$ cat src/hw/rtl/throttle_brake_input_qualifier_macros.svh
// ----------------------------------------------------------------------------
// throttle_brake_input_qualifier assertion macros
// shared immediate-to-next and same-cycle property forms on clk_i / rst_ni
// ----------------------------------------------------------------------------
`ifndef THROTTLE_BRAKE_INPUT_QUALIFIER_MACROS_SVH
`define THROTTLE_BRAKE_INPUT_QUALIFIER_MACROS_SVH

// antecedent implies consequent in the same cycle
`define TBIQ_ASSERT_SAME(lbl, ante, cons, msg) \
  lbl: assert property (@(posedge clk_i) disable iff (!rst_ni) (ante) |-> (cons)) \
    else $error(msg);

// antecedent implies consequent in the next cycle
`define TBIQ_ASSERT_NEXT(lbl, ante, cons, msg) \
  lbl: assert property (@(posedge clk_i) disable iff (!rst_ni) (ante) |=> (cons)) \
    else $error(msg);

`endif

$ cat src/hw/rtl/tbiq_pkg.sv
// ----------------------------------------------------------------------------
// tbiq_pkg
// types and register indexes of the throttle and brake input qualifier
// ----------------------------------------------------------------------------
package tbiq_pkg;

  localparam int unsigned CfgIdxBits = 3;

  localparam logic [CfgIdxBits-1:0] REG_WINDOW_LOW     = 3'd0;
  localparam logic [CfgIdxBits-1:0] REG_WINDOW_HIGH    = 3'd1;
  localparam logic [CfgIdxBits-1:0] REG_THROTTLE_START = 3'd2;
  localparam logic [CfgIdxBits-1:0] REG_THROTTLE_END   = 3'd3;
  localparam logic [CfgIdxBits-1:0] REG_BRAKE_START    = 3'd4;
  localparam logic [CfgIdxBits-1:0] REG_BRAKE_END      = 3'd5;
  localparam logic [CfgIdxBits-1:0] REG_BRAKE_ENABLE   = 3'd6;
  localparam logic [CfgIdxBits-1:0] REG_SAFE_START     = 3'd7;

  typedef enum logic [2:0] {
    ST_IDLE,
    ST_THR,
    ST_THR_WAIT,
    ST_BRK,
    ST_BRK_WAIT,
    ST_DONE
  } tbiq_state_e;

endpackage

$ cat src/hw/rtl/throttle_brake_input_qualifier.sv
// ----------------------------------------------------------------------------
// throttle_brake_input_qualifier
// window check, linear level mapping and safe-start latch for throttle/brake
// ----------------------------------------------------------------------------
//  channel   direction  handshake                      payload
//  s_axis    in         s_axis_tvalid / s_axis_tready  tuser op, tdata sample
//  m_axis    out        m_axis_tvalid / m_axis_tready  tdata levels and flags
//  cfg       in         cfg_valid_i / cfg_ready_o      cfg_index_i, cfg_data_i
//
//  one transaction in, one out; power off and a fault need no division, while
//  a sample may need one for throttle, for brake or both, each run in turn on
//  the shared one-bit-per-cycle divider
//  s_axis_tready and cfg_ready_o are high only while idle; a waiting result
//  does not block input
//  asynchronous active-low reset loads register defaults, no clearing pass
// ----------------------------------------------------------------------------
module throttle_brake_input_qualifier
  import tbiq_pkg::*;
#(
  parameter int unsigned LEVEL_FRAC_BITS = 16,
  parameter int unsigned VOLT_BITS       = 12
) (
  input  logic                             clk_i,
  input  logic                             rst_ni,
  input  logic                             s_axis_tvalid,
  output logic                             s_axis_tready,
  // op
  input  logic                             s_axis_tuser,
  // throttle_mv, throttle_valid, brake_mv, brake_valid
  input  logic [((2*VOLT_BITS+2+7)/8)*8-1:0] s_axis_tdata,
  output logic                             m_axis_tvalid,
  input  logic                             m_axis_tready,
  // throttle_level, brake_level, wire_fault, read_error, held_throttle_mv,
  // held_brake_mv
  output logic [((2*LEVEL_FRAC_BITS+2*VOLT_BITS+4+7)/8)*8-1:0] m_axis_tdata,
  input  logic                             cfg_valid_i,
  output logic                             cfg_ready_o,
  input  logic [CfgIdxBits-1:0]            cfg_index_i,
  input  logic [VOLT_BITS-1:0]             cfg_data_i
);

  localparam int unsigned V       = VOLT_BITS;
  localparam int unsigned F       = LEVEL_FRAC_BITS;
  localparam int unsigned NumBits = V + F;
  localparam int unsigned OutW    = 2*(F+1) + 2 + 2*V;
  localparam int unsigned OutTdW  = ((OutW + 7) / 8) * 8;
  localparam int unsigned Thresh  = ((2**F) * 5 + 99) / 100;

  localparam logic [F:0] LevelFull  = {1'b1, {F{1'b0}}};
  localparam logic [F:0] SafeThresh = (F+1)'(Thresh);

  // configuration registers
  logic [V-1:0] win_lo_q, win_hi_q, thr_start_q, thr_end_q, brk_start_q, brk_end_q;
  logic         brk_en_q;

  // persistent state
  logic         fault_q, unlocked_q;
  logic [V-1:0] thold_q, bhold_q;

  // captured transaction
  logic         op_q, tok_q, bok_q;
  logic [V-1:0] tv_q, bv_q;

  logic [F:0]   tlvl_q, blvl_q;

  // result register
  logic         out_valid_q, out_valid_d;
  logic [F:0]   out_tlvl_q, out_blvl_q;
  logic         out_fault_q, out_rderr_q;
  logic [V-1:0] out_thold_q, out_bhold_q;

  tbiq_state_e state_q, state_d;

  logic               div_start, div_done;
  logic [NumBits-1:0] div_numer, div_quot;
  logic [V-1:0]       div_denom;

  logic t_fault, t_need_div, b_use, b_need_div, commit;

  logic         c_fault, c_unlocked, c_rderr;
  logic [V-1:0] c_thold, c_bhold;
  logic [F:0]   c_tlvl, c_blvl;

  assign cfg_ready_o = (state_q == ST_IDLE);

  assign t_fault    = !tok_q || (tv_q < win_lo_q) || (tv_q > win_hi_q);
  assign t_need_div = (tv_q > thr_start_q) && (tv_q < thr_end_q);
  assign b_use      = brk_en_q && bok_q;
  assign b_need_div = b_use && (bv_q > brk_start_q) &&
                      ({1'b0, brk_end_q} > ({1'b0, brk_start_q} + (V+1)'(1)));
  assign commit     = (state_q == ST_DONE) && (!out_valid_q || m_axis_tready);

  // next state
  always_comb begin
    state_d = state_q;
    unique case (state_q)
      ST_IDLE: begin
        if (s_axis_tvalid) state_d = ST_THR;
      end
      ST_THR: begin
        if (op_q || t_fault) state_d = ST_DONE;
        else if (t_need_div) state_d = ST_THR_WAIT;
        else                 state_d = ST_BRK;
      end
      ST_THR_WAIT: begin
        if (div_done) state_d = ST_BRK;
      end
      ST_BRK: begin
        state_d = b_need_div ? ST_BRK_WAIT : ST_DONE;
      end
      ST_BRK_WAIT: begin
        if (div_done) state_d = ST_DONE;
      end
      ST_DONE: begin
        if (commit) state_d = ST_IDLE;
      end
      default: state_d = ST_IDLE;
    endcase
  end

  // control outputs
  always_comb begin
    s_axis_tready = 1'b0;
    div_start     = 1'b0;
    div_numer     = {brk_start_q, F'(0)};
    div_denom     = brk_end_q - brk_start_q;
    unique case (state_q)
      ST_IDLE: s_axis_tready = 1'b1;
      ST_THR: begin
        div_start = !op_q && !t_fault && t_need_div;
        div_numer = {tv_q - thr_start_q, F'(0)};
        div_denom = thr_end_q - thr_start_q;
      end
      ST_BRK: begin
        div_start = b_need_div;
        div_numer = {bv_q - brk_start_q, F'(0)};
      end
      default: ;
    endcase
  end

  tbiq_divider #(
    .NumBits(NumBits),
    .DenBits(V)
  ) u_div (
    .clk_i  (clk_i),
    .rst_ni (rst_ni),
    .start_i(div_start),
    .numer_i(div_numer),
    .denom_i(div_denom),
    .done_o (div_done),
    .quot_o (div_quot)
  );

  // result of the current transaction
  always_comb begin
    c_fault    = fault_q;
    c_unlocked = unlocked_q;
    c_rderr    = 1'b0;
    c_thold    = thold_q;
    c_bhold    = bhold_q;
    c_tlvl     = '0;
    c_blvl     = '0;
    priority if (op_q) begin
      c_thold = '0;
      c_bhold = '0;
    end else if (t_fault) begin
      c_fault = 1'b1;
      c_rderr = !tok_q;
    end else begin
      c_fault = 1'b0;
      c_thold = tv_q;
      if (b_use) c_bhold = bv_q;
      c_tlvl = tlvl_q;
      c_blvl = blvl_q;
      if (!unlocked_q) begin
        if (tlvl_q < SafeThresh) begin
          c_unlocked = 1'b1;
        end else begin
          c_tlvl = '0;
          c_blvl = '0;
        end
      end
    end
  end

  assign out_valid_d = commit ? 1'b1 : (m_axis_tready ? 1'b0 : out_valid_q);

  always_ff @(posedge clk_i or negedge rst_ni) begin
    if (!rst_ni) begin
      state_q     <= ST_IDLE;
      out_valid_q <= 1'b0;
      win_lo_q    <= V'(200);
      win_hi_q    <= V'(3200);
      thr_start_q <= V'(800);
      thr_end_q   <= V'(2600);
      brk_start_q <= '0;
      brk_end_q   <= '0;
      brk_en_q    <= 1'b0;
      fault_q     <= 1'b0;
      unlocked_q  <= 1'b1;
      thold_q     <= '0;
      bhold_q     <= '0;
    end else begin
      state_q     <= state_d;
      out_valid_q <= out_valid_d;
      if (commit) begin
        fault_q    <= c_fault;
        unlocked_q <= c_unlocked;
        thold_q    <= c_thold;
        bhold_q    <= c_bhold;
      end else if (cfg_valid_i && cfg_ready_o) begin
        unique case (cfg_index_i)
          REG_WINDOW_LOW:     win_lo_q    <= cfg_data_i;
          REG_WINDOW_HIGH:    win_hi_q    <= cfg_data_i;
          REG_THROTTLE_START: thr_start_q <= cfg_data_i;
          REG_THROTTLE_END:   thr_end_q   <= cfg_data_i;
          REG_BRAKE_START:    brk_start_q <= cfg_data_i;
          REG_BRAKE_END:      brk_end_q   <= cfg_data_i;
          REG_BRAKE_ENABLE:   brk_en_q    <= cfg_data_i[0];
          REG_SAFE_START:     unlocked_q  <= !cfg_data_i[0];
          default: ;
        endcase
      end
    end
  end

  // payload, no reset
  always_ff @(posedge clk_i) begin
    if (s_axis_tvalid && s_axis_tready) begin
      op_q  <= s_axis_tuser;
      tv_q  <= s_axis_tdata[V-1:0];
      tok_q <= s_axis_tdata[V];
      bv_q  <= s_axis_tdata[2*V:V+1];
      bok_q <= s_axis_tdata[2*V+1];
    end
    if (state_q == ST_THR) begin
      tlvl_q <= (tv_q <= thr_start_q) ? '0 : LevelFull;
      blvl_q <= '0;
    end
    if (state_q == ST_THR_WAIT && div_done) begin
      tlvl_q <= div_quot[F:0];
    end
    if (state_q == ST_BRK_WAIT && div_done) begin
      blvl_q <= (div_quot > NumBits'(LevelFull)) ? LevelFull : div_quot[F:0];
    end
    if (commit) begin
      out_tlvl_q  <= c_tlvl;
      out_blvl_q  <= c_blvl;
      out_fault_q <= c_fault;
      out_rderr_q <= c_rderr;
      out_thold_q <= c_thold;
      out_bhold_q <= c_bhold;
    end
  end

  assign m_axis_tvalid = out_valid_q;
  assign m_axis_tdata  = OutTdW'({out_bhold_q, out_thold_q, out_rderr_q, out_fault_q,
                                  out_blvl_q, out_tlvl_q});

  `include "throttle_brake_input_qualifier_macros.svh"

  `TBIQ_ASSERT_NEXT(a_busy_after_accept, s_axis_tvalid && s_axis_tready, !s_axis_tready, "input accepted while busy")
  `TBIQ_ASSERT_SAME(a_fault_zero_levels, out_valid_q && out_fault_q, (out_tlvl_q == '0) && (out_blvl_q == '0), "levels not zero on fault")
  `TBIQ_ASSERT_SAME(a_rderr_implies_fault, out_valid_q && out_rderr_q, out_fault_q, "read error without fault")
  `TBIQ_ASSERT_SAME(a_level_in_range, out_valid_q, (out_tlvl_q <= LevelFull) && (out_blvl_q <= LevelFull), "level above full scale")

endmodule

$ cat src/hw/rtl/tbiq_divider.sv
// ----------------------------------------------------------------------------
// tbiq_divider
// restoring unsigned divider, one quotient bit per cycle
// ----------------------------------------------------------------------------
module tbiq_divider #(
  parameter int unsigned NumBits = 28,
  parameter int unsigned DenBits = 12
) (
  input  logic               clk_i,
  input  logic               rst_ni,
  input  logic               start_i,
  input  logic [NumBits-1:0] numer_i,
  input  logic [DenBits-1:0] denom_i,
  output logic               done_o,
  output logic [NumBits-1:0] quot_o
);

  localparam int unsigned CntBits = $clog2(NumBits + 1);
  localparam logic [CntBits-1:0] CntInit = CntBits'(NumBits);

  logic               busy_q, busy_d;
  logic               done_q, done_d;
  logic [CntBits-1:0] cnt_q, cnt_d;
  logic [DenBits-1:0] rem_q, rem_d;
  logic [DenBits-1:0] den_q, den_d;
  logic [NumBits-1:0] quo_q, quo_d;

  logic [DenBits:0] trial;
  logic [DenBits:0] diff;
  logic             ge;

  assign trial = {rem_q, quo_q[NumBits-1]};
  assign ge    = trial >= {1'b0, den_q};
  assign diff  = trial - {1'b0, den_q};

  always_comb begin
    busy_d = busy_q;
    done_d = 1'b0;
    cnt_d  = cnt_q;
    rem_d  = rem_q;
    den_d  = den_q;
    quo_d  = quo_q;
    if (start_i) begin
      busy_d = 1'b1;
      cnt_d  = CntInit;
      rem_d  = '0;
      den_d  = denom_i;
      quo_d  = numer_i;
    end else if (busy_q) begin
      rem_d = ge ? diff[DenBits-1:0] : trial[DenBits-1:0];
      quo_d = {quo_q[NumBits-2:0], ge};
      cnt_d = cnt_q - CntBits'(1);
      if (cnt_q == CntBits'(1)) begin
        busy_d = 1'b0;
        done_d = 1'b1;
      end
    end
  end

  always_ff @(posedge clk_i or negedge rst_ni) begin
    if (!rst_ni) begin
      busy_q <= 1'b0;
      done_q <= 1'b0;
      cnt_q  <= '0;
    end else begin
      busy_q <= busy_d;
      done_q <= done_d;
      cnt_q  <= cnt_d;
    end
  end

  always_ff @(posedge clk_i) begin
    rem_q <= rem_d;
    den_q <= den_d;
    quo_q <= quo_d;
  end

  assign done_o = done_q;
  assign quot_o = quo_q;

endmodule

$ cat config.mk
export PLATFORM = sky130hd
export DESIGN_NAME = throttle_brake_input_qualifier
export DESIGN_NICKNAME = d
export VERILOG_FILES = /design/src/hw/rtl/tbiq_pkg.sv /design/src/hw/rtl/throttle_brake_input_qualifier.sv /design/src/hw/rtl/tbiq_divider.sv
export VERILOG_INCLUDE_DIRS = /design/src /design/src/hw/rtl
export SDC_FILE = /design/constraint.sdc
export NUM_CORES = 1
export LEC_CHECK = 0
export BUFFER_PORTS_ARGS = -buffer_cell sky130_fd_sc_hd__buf_2
export CORE_ASPECT_RATIO = 0.7
export CORE_MARGIN = 2
export CORE_UTILIZATION = 50
export CTS_CLUSTER_DIAMETER = 80
export DETAILED_ROUTE_END_ITERATION = 12
export GPL_ROUTABILITY_DRIVEN = 0
export PLACE_DENSITY_LB_ADDON = 0.05
export SLEW_MARGIN = 20
export SYNTH_ARGS = -nofsm -noshare
export SYNTH_HDL_FRONTEND = slang
export SYNTH_SLANG_ARGS = --single-unit
$ cat constraint.sdc
create_clock -name clk_i -period 7.2 [get_ports clk_i]
set_input_delay 1.8 -clock clk_i [delete_from_list [all_inputs] [get_ports clk_i]]
set_output_delay 1.8 -clock clk_i [all_outputs]
set_load 0.01 [all_outputs]
### After elaboration in Yosys (flattened, before gate mapping)

Cells that the tools add are included.

| word-level totals | value |
|---|---|
| bits in registers | 283 |
| input bits | 53 |
| output and inout port bits | 67 |
| logic and storage cells | 158 |

| cells by class | value |
|---|---|
| add/subtract/negate cells | 7 |
| magnitude comparators | 10 |
| eq/ne operators | 19 |
| mux-type cells | 49 |
| bitwise logic cells | 2 |
| reductions and logical operators | 39 |

Operator list:

| kind | number |
|---|---|
| 17-bit 2-to-1 mux | 10 |
| 12-bit 2-to-1 mux | 7 |
| 12-bit subtractor | 5 |
| 28-bit 2-to-1 mux | 2 |
| 28-bit case mux with 2 select lines | 1 |
| 12-bit > comparator | 3 |
| 28-bit by 17-bit > comparator with 1-bit output, second input constant | 1 |
| 12-bit less-than comparator | 2 |
| 3-bit AND reduction | 7 |
| 1-bit 2-to-1 mux | 20 |
| 3-bit equality test, second input constant | 6 |
| 3-bit case mux with 6 select lines | 1 |
| 17-bit by 12-bit less-than comparator with 1-bit output, second input constant | 1 |
| 3-bit 2-to-1 mux | 5 |
| 12-bit by 1-bit adder with 13-bit output, second input constant | 1 |
| 13-bit by 12-bit greater-or-equal comparator with 1-bit output | 1 |
| 12-bit by 13-bit > comparator with 1-bit output | 1 |
| 3-bit by 2-bit equality test with 1-bit output, second input constant | 4 |
| 12-bit less-or-equal comparator | 1 |
| 2-bit nonzero test | 6 |
| 1-bit logical AND | 11 |
| 5-bit 2-to-1 mux | 2 |
| 2-bit != test, second input constant | 4 |
| 4-bit AND reduction | 2 |
| other kinds (10) | 22 |

### Logic depth before layout (Yosys ltp)

| logic depth | value |
|---|---|
| depth in word-level cells | 8 |
| depth in mapped cells | 14 |
| mapped depth without buffers | 13 |

### Modules after synthesis

Synthesis repeated with hierarchy kept, for this count alone.

| second synthesis, totals | value |
|---|---|
| cells, all modules | 1471 |
| area, all modules | 15775.1 µm² |

Modules (own cells, without submodules):

| module | times used | cells each | area each (µm²) | sequential area each (µm²) |
|---|---|---|---|---|
| throttle_brake_input_qualifier | 1 | 1211 | 12726.0 | 6228.5 |
| tbiq_divider | 1 | 260 | 3049.2 | 1616.6 |

### Least setup slack after synthesis

No wires, ideal clock.

| timing path | value |
|---|---|
| path type | input to register |
| start point | input port m_axis_tready |
| end point | register unlocked_q |
| setup time | 0.090 ns |
| arrival | 3.866 ns |
| data required time | 7.110 ns |
| setup slack | 3.244 ns |
| cell stages on the path | 5 |
| path buffers | 0 |
| cells stage by stage | nand2b_1 > nand3_1 > inv_1 > a211oi_1 > a211oi_1 |

| between the ends | value |
|---|---|
| cells in the longest elaborated chain, start to end | 4 |
| elaborated cells between the ends (all ways) | 8 |
| classes of those cells | eq/ne (2); mux (1); reduce/logical (5) |

Ends and longest elaborated chain:

| item | RTL line | text |
|---|---|---|
| start: declaration | throttle_brake_input_qualifier.sv:32 | `input logic m_axis_tready,` |
| 1-bit logical OR * | throttle_brake_input_qualifier.sv:91 | `assign commit = (state_q == ST_DONE) && (!out_valid_q \|\| m_axis_tready);` |
| 1-bit logical AND * | throttle_brake_input_qualifier.sv:91 |  |
| via commit | throttle_brake_input_qualifier.sv:78 | `logic t_fault, t_need_div, b_use, b_need_div, commit;` |
| 2-bit != test (no source line) or 2-bit nonzero test (tied branches) | n/a |  |
| 4-bit AND reduction (no source line) | n/a |  |
| end signal: assignment | throttle_brake_input_qualifier.sv:209 | `unlocked_q <= c_unlocked;` |
| end signal: assignment | throttle_brake_input_qualifier.sv:221 | `REG_SAFE_START: unlocked_q <= !cfg_data_i[0];` |
| end: declaration | throttle_brake_input_qualifier.sv:57 | `logic fault_q, unlocked_q;` |

The timed path passes the listed nets; every way through them passes the cells marked *.
A chain may end at the register's enable or synchronous reset.

### Final worst setup path

| timing path | value |
|---|---|
| start point | register brk_start_q[0] |
| end point | register u_div.quo_q[3], in the netlist u_div.quot_o[3], enable pin |

| between the ends | value |
|---|---|
| cells in the longest elaborated chain, start to end | 5 |
| elaborated cells between the ends (all ways) | 7 |
| classes of those cells | add/sub (1); order compare (2); mux (1); reduce/logical (3) |

Ends and longest elaborated chain:

| item | RTL line | text |
|---|---|---|
| start: declaration | throttle_brake_input_qualifier.sv:53 | `logic [V-1:0] win_lo_q, win_hi_q, thr_start_q, thr_end_q, brk_start_q, brk_end_q;` |
| start signal: assignment | throttle_brake_input_qualifier.sv:218 | `REG_BRAKE_START: brk_start_q <= cfg_data_i;` |
| 12-bit by 1-bit adder with 13-bit output or 12-bit > comparator (tied branches) | throttle_brake_input_qualifier.sv:90, throttle_brake_input_qualifier.sv:89 |  |
| 12-bit by 13-bit > comparator with 1-bit output or 1-bit logical AND (tied branches) | throttle_brake_input_qualifier.sv:90, throttle_brake_input_qualifier.sv:89 |  |
| 1-bit logical AND * | throttle_brake_input_qualifier.sv:89 | `assign b_need_div = b_use && (bv_q > brk_start_q) &&` |
| 1-bit case mux with 2 select lines * | throttle_brake_input_qualifier.sv:127 | `unique case (state_q)` |
| 2-bit nonzero test (no source line) * | n/a |  |
| end signal: assignment | tbiq_divider.sv:75 | `quo_q <= quo_d;` |
| end: declaration | tbiq_divider.sv:26 | `logic [NumBits-1:0] quo_q, quo_d;` |

Mark *: on every way between the ends. The rest lies on a longest branch, timed or not.

==> results_dict.tcl <==
set metrics [dict create \
    status "finished clean" \
    start_util_pct 50.62 \
    drc 0 \
    ys_seq_area_share_pct 51.94 \
    dpl_worst_slack_ps 2283 \
    holdPathEnd "thold_q[6]$_DFFE_PN0P_" \
    wl_per_cell_um 18.99 \
    switching_share_pct 38.39 \
    finalCriticalPeriod_ps 4937 \
    drt_first_pass_iters 5 \
    cp-end-kind "register" \
    drt_iter0_drc 835 \
    min_path_type "reg -> reg" \
    dr_wl_met2_mm 14.95 \
    cpPeakStageDelay_ps 670 \
    cts_tree "done" \
    whs_path_depth 2 \
    place_hpwl_mm 26.18 \
    portBuffers 109 \
    r2r-end "u_div.quot_o[3]$_SDFFCE_PN0P_" \
    worst_path_most_repeated_cell "nor4_1" \
    fillers 2591 \
    r2r_slack_ps 2260 \
    final-setup-viol-count 0 \
    synth-async-reset-ratio_pct 38.87 \
    cts_buffers 29 \
    core_mm2 0.02984 \
    die_y_um 149.4 \
    layout_setup_ws_ps 2263 \
    p_leak_nw 7.386 \
    cap_viol_max_count 0 \
    whs_ps 481.8 \
    synthCells 1378 \
    antenna_found_initial 1 \
    fin_setup_tns_ps 0 \
    ys_seq_elements 283 \
    hp-start "thold_q[6]$_DFFE_PN0P_" \
    grt_start_max_net_pins 73 \
    fin_crit_sh_pct 68.56 \
    path_max_fanout 56 \
    drv_slew 0 \
    io_pins 120 \
    tightest_slew_ps 1145 \
    clock_power_share_pct 21.8 \
    yosysUniqueCellTypes 70 \
    slowest_stage "or2_2" \
    synth-main-ff-cell "edfxtp_1" \
    rr_startpoint "brk_start_q[0]$_DFFE_PN0P_" \
    finalClockSkew_ps 23.63 \
    seq_power_share_pct 35.0 \
    pwr-share-comb_pct 43.2 \
    rows 53 \
    crit_arrival_ps 5130 \
    p_per_area_mw_per_mm2 477.9 \
    yosysWarnings 0 \
    area_growth_pct 13.53 \
    crit_type "reg -> reg" \
    cts_max_level 1 \
    layout_commonest_cell "edfxtp_1" \
    insertion_delay_ps 580 \
    via_per_inst 5.512 \
    cp_cell_sequence "nand3_1 > nor4_1 > nand4_1 > xnor2_1 > ha_1 > nand3_1 > nor4_1 > nor4_1 > o21ai_0 > a311o_1 > o41a_4 > nor2_8 > or2_2" \
    required_ps 7390 \
    cts_buffer_depth 3 \
    avgSynthCellArea_um2 10.96 \
    layout_common_cells "edfxtp_1, nand2_1, ha_1, buf_2, o21ai_0" \
    wl_met1_mm 18.08 \
    drive_above_1_share_pct 15.85 \
    diodes 0 \
    grt_pass1_vias 9995 \
    synth_area_mm2 0.01510 \
    ant_nets 0 \
    ctsResizeCount 0 \
    rsz0062_at_grt "false" \
    p_int_w 0.005048 \
    peakVddDrop_mv 0.2563 \
    synth_edf_count 161 \
    ctsHoldBuffers 0 \
    grt_pass1_wl_mm 56.31 \
    overflow 0 \
    clkSinkCount 283 \
    hold_viol 0 \
    top_layer "met5" \
    finalNetCount 1645 \
    ctsRootBufferMaster "clkbuf_16" \
    cts_setup_buffers 0 \
    reg2regPathDepth 13 \
    power.switching_w 0.003146 \
    fp.dieW_um 211.7 \
    num_vias 10402 \
    grt_util_all_layers_pct 23.18 \
    clk_pin_slew_ps 60 \
    finalWirelength_mm 35.83 \
    maxSlewHeadroom_pct 23.08 \
    fmax_mhz 202.6 \
    startpoint_type "register" \
    dieArea_mm2 0.03164 \
    wl_met3_mm 2.137 \
]
-- state kept, by name, indices dropped and copies added, names as in the netlist, 17 cells and up --
signal	count
out_blvl_q	17
out_tlvl_q	17
tlvl_q	17
u_div.quot_o	28
blvl_q	17
-- synthesized netlist by cell type (7+ instances only) --
cell	number	area [um^2]
nor2_1	89	334.1
dfrtp_1	96	2402
dfstp_2	14	367.9
nand3_1	20	100.1
and3_1	8	50.05
a211oi_1	26	195.2
buf_4	8	60.06
and2_1	67	419.2
a31oi_1	9	56.30
nor2b_1	27	168.9
inv_1	88	330.3
a22oi_1	14	105.1
mux2i_1	39	390.4
or2_2	7	43.79
clkbuf_1	31	116.4
a21oi_1	67	335.3
nand2_1	109	409.1
xor2_1	17	148.9
a21o_1	15	112.6
edfxtp_1	161	4835
nand4_1	12	75.07
mux2_2	34	382.9
buf_2	7	35.03
ha_1	108	1351
o21ai_0	107	535.5
dfxtp_1	12	240.2
nand2b_1	21	131.4
xnor2_1	36	315.3
nor4_1	11	68.82
nor3_1	21	105.1
-- per-stage QoR --
stage | utilization [%] | total power, W | std cells | instance area (um^2)
floorplan | - | 0.005379 | 1381 | 15120
global placement | 53.61 | 0.006329 | 1833 | 16000
detailed placement | 53.65 | 0.006407 | 1833 | 16010
CTS | 57.44 | 0.008224 | 1887 | 17140
global route | 57.46 | 0.008812 | 1887 | 17150
finish | 57.46 | 0.008194 | 1887 | 17150
-- kinds of logic after synthesis --
| logic type | after synthesis | synth area share [%] |
|---|---|---|
| simple gates | 423 | 14.42 |
| compound gates | 285 | 11.55 |
| flops | 283 | 51.94 |
| buf+inv | 141 | 3.819 |
| fa+ha+maj | 113 | 9.609 |
| mux | 79 | 5.567 |
| xor+xnor | 53 | 3.073 |
| other cells | 1 | 0.02483 |
-- worst max-delay path, delay by kind of cell (launching register included) --
family | cells | cell delay, ps
DFF | 1 | 490
and+or+nand+nor | 8 | 2840
AOI/OAI and AO/OA | 3 | 730
xor gates and xnor gates | 1 | 160
adders and majority gates | 1 | 300
-- layout make-up --
class / instances / area, um^2 / share of cell area (%)
tap: 385 / 481.7 / 2.809
sequential: 283 / 7845 / 45.75
timing repair buffer: 119 / 623.1 / 3.634
inverter: 89 / 334.1 / 1.948
multi-input combinational: 957 / 6733 / 39.26
clock inverter: 18 / 359.1 / 2.094
clock buffer: 36 / 772.0 / 4.502
-- worst max path at each step --
stage / start / depth (start not counted) / to
after CTS: brk_start_q[0]$_DFFE_PN0P_ / 13 / u_div.quot_o[18]$_DFFE_PP_
final: brk_start_q[0]$_DFFE_PN0P_ / 13 / u_div.quot_o[3]$_SDFFCE_PN0P_
after global routing: brk_start_q[0]$_DFFE_PN0P_ / 13 / u_div.quot_o[3]$_SDFFCE_PN0P_
after floorplan: m_axis_tready / 5 / unlocked_q$_DFFE_PN1P_
after detailed placement: brk_start_q[0]$_DFFE_PN0P_ / 13 / u_div.quot_o[6]$_SDFFCE_PN0P_
after global placement: brk_start_q[0]$_DFFE_PN0P_ / 13 / u_div.quot_o[6]$_SDFFCE_PN0P_
-- power groups by stage --
stage	clock network, W	logic [W]	registers, W
floorplan	0	0.00259	0.00278
global route	0.00188	0.00399	0.00294
finish	0.00178	0.00354	0.00287
detailed placement	0	0.00351	0.00289
CTS	0.00182	0.00354	0.00287
global placement	0	0.00345	0.00288
-- metal layers --
metal / vias to the layer above / global-route usage, %
li1: 5130 / -
met1: 4989 / 36.07
met2: 239 / 33.62
met3: 42 / 4.302
met4: 2 / 4.894
met5: - / 0
Power figures use the tool's default switching activity.
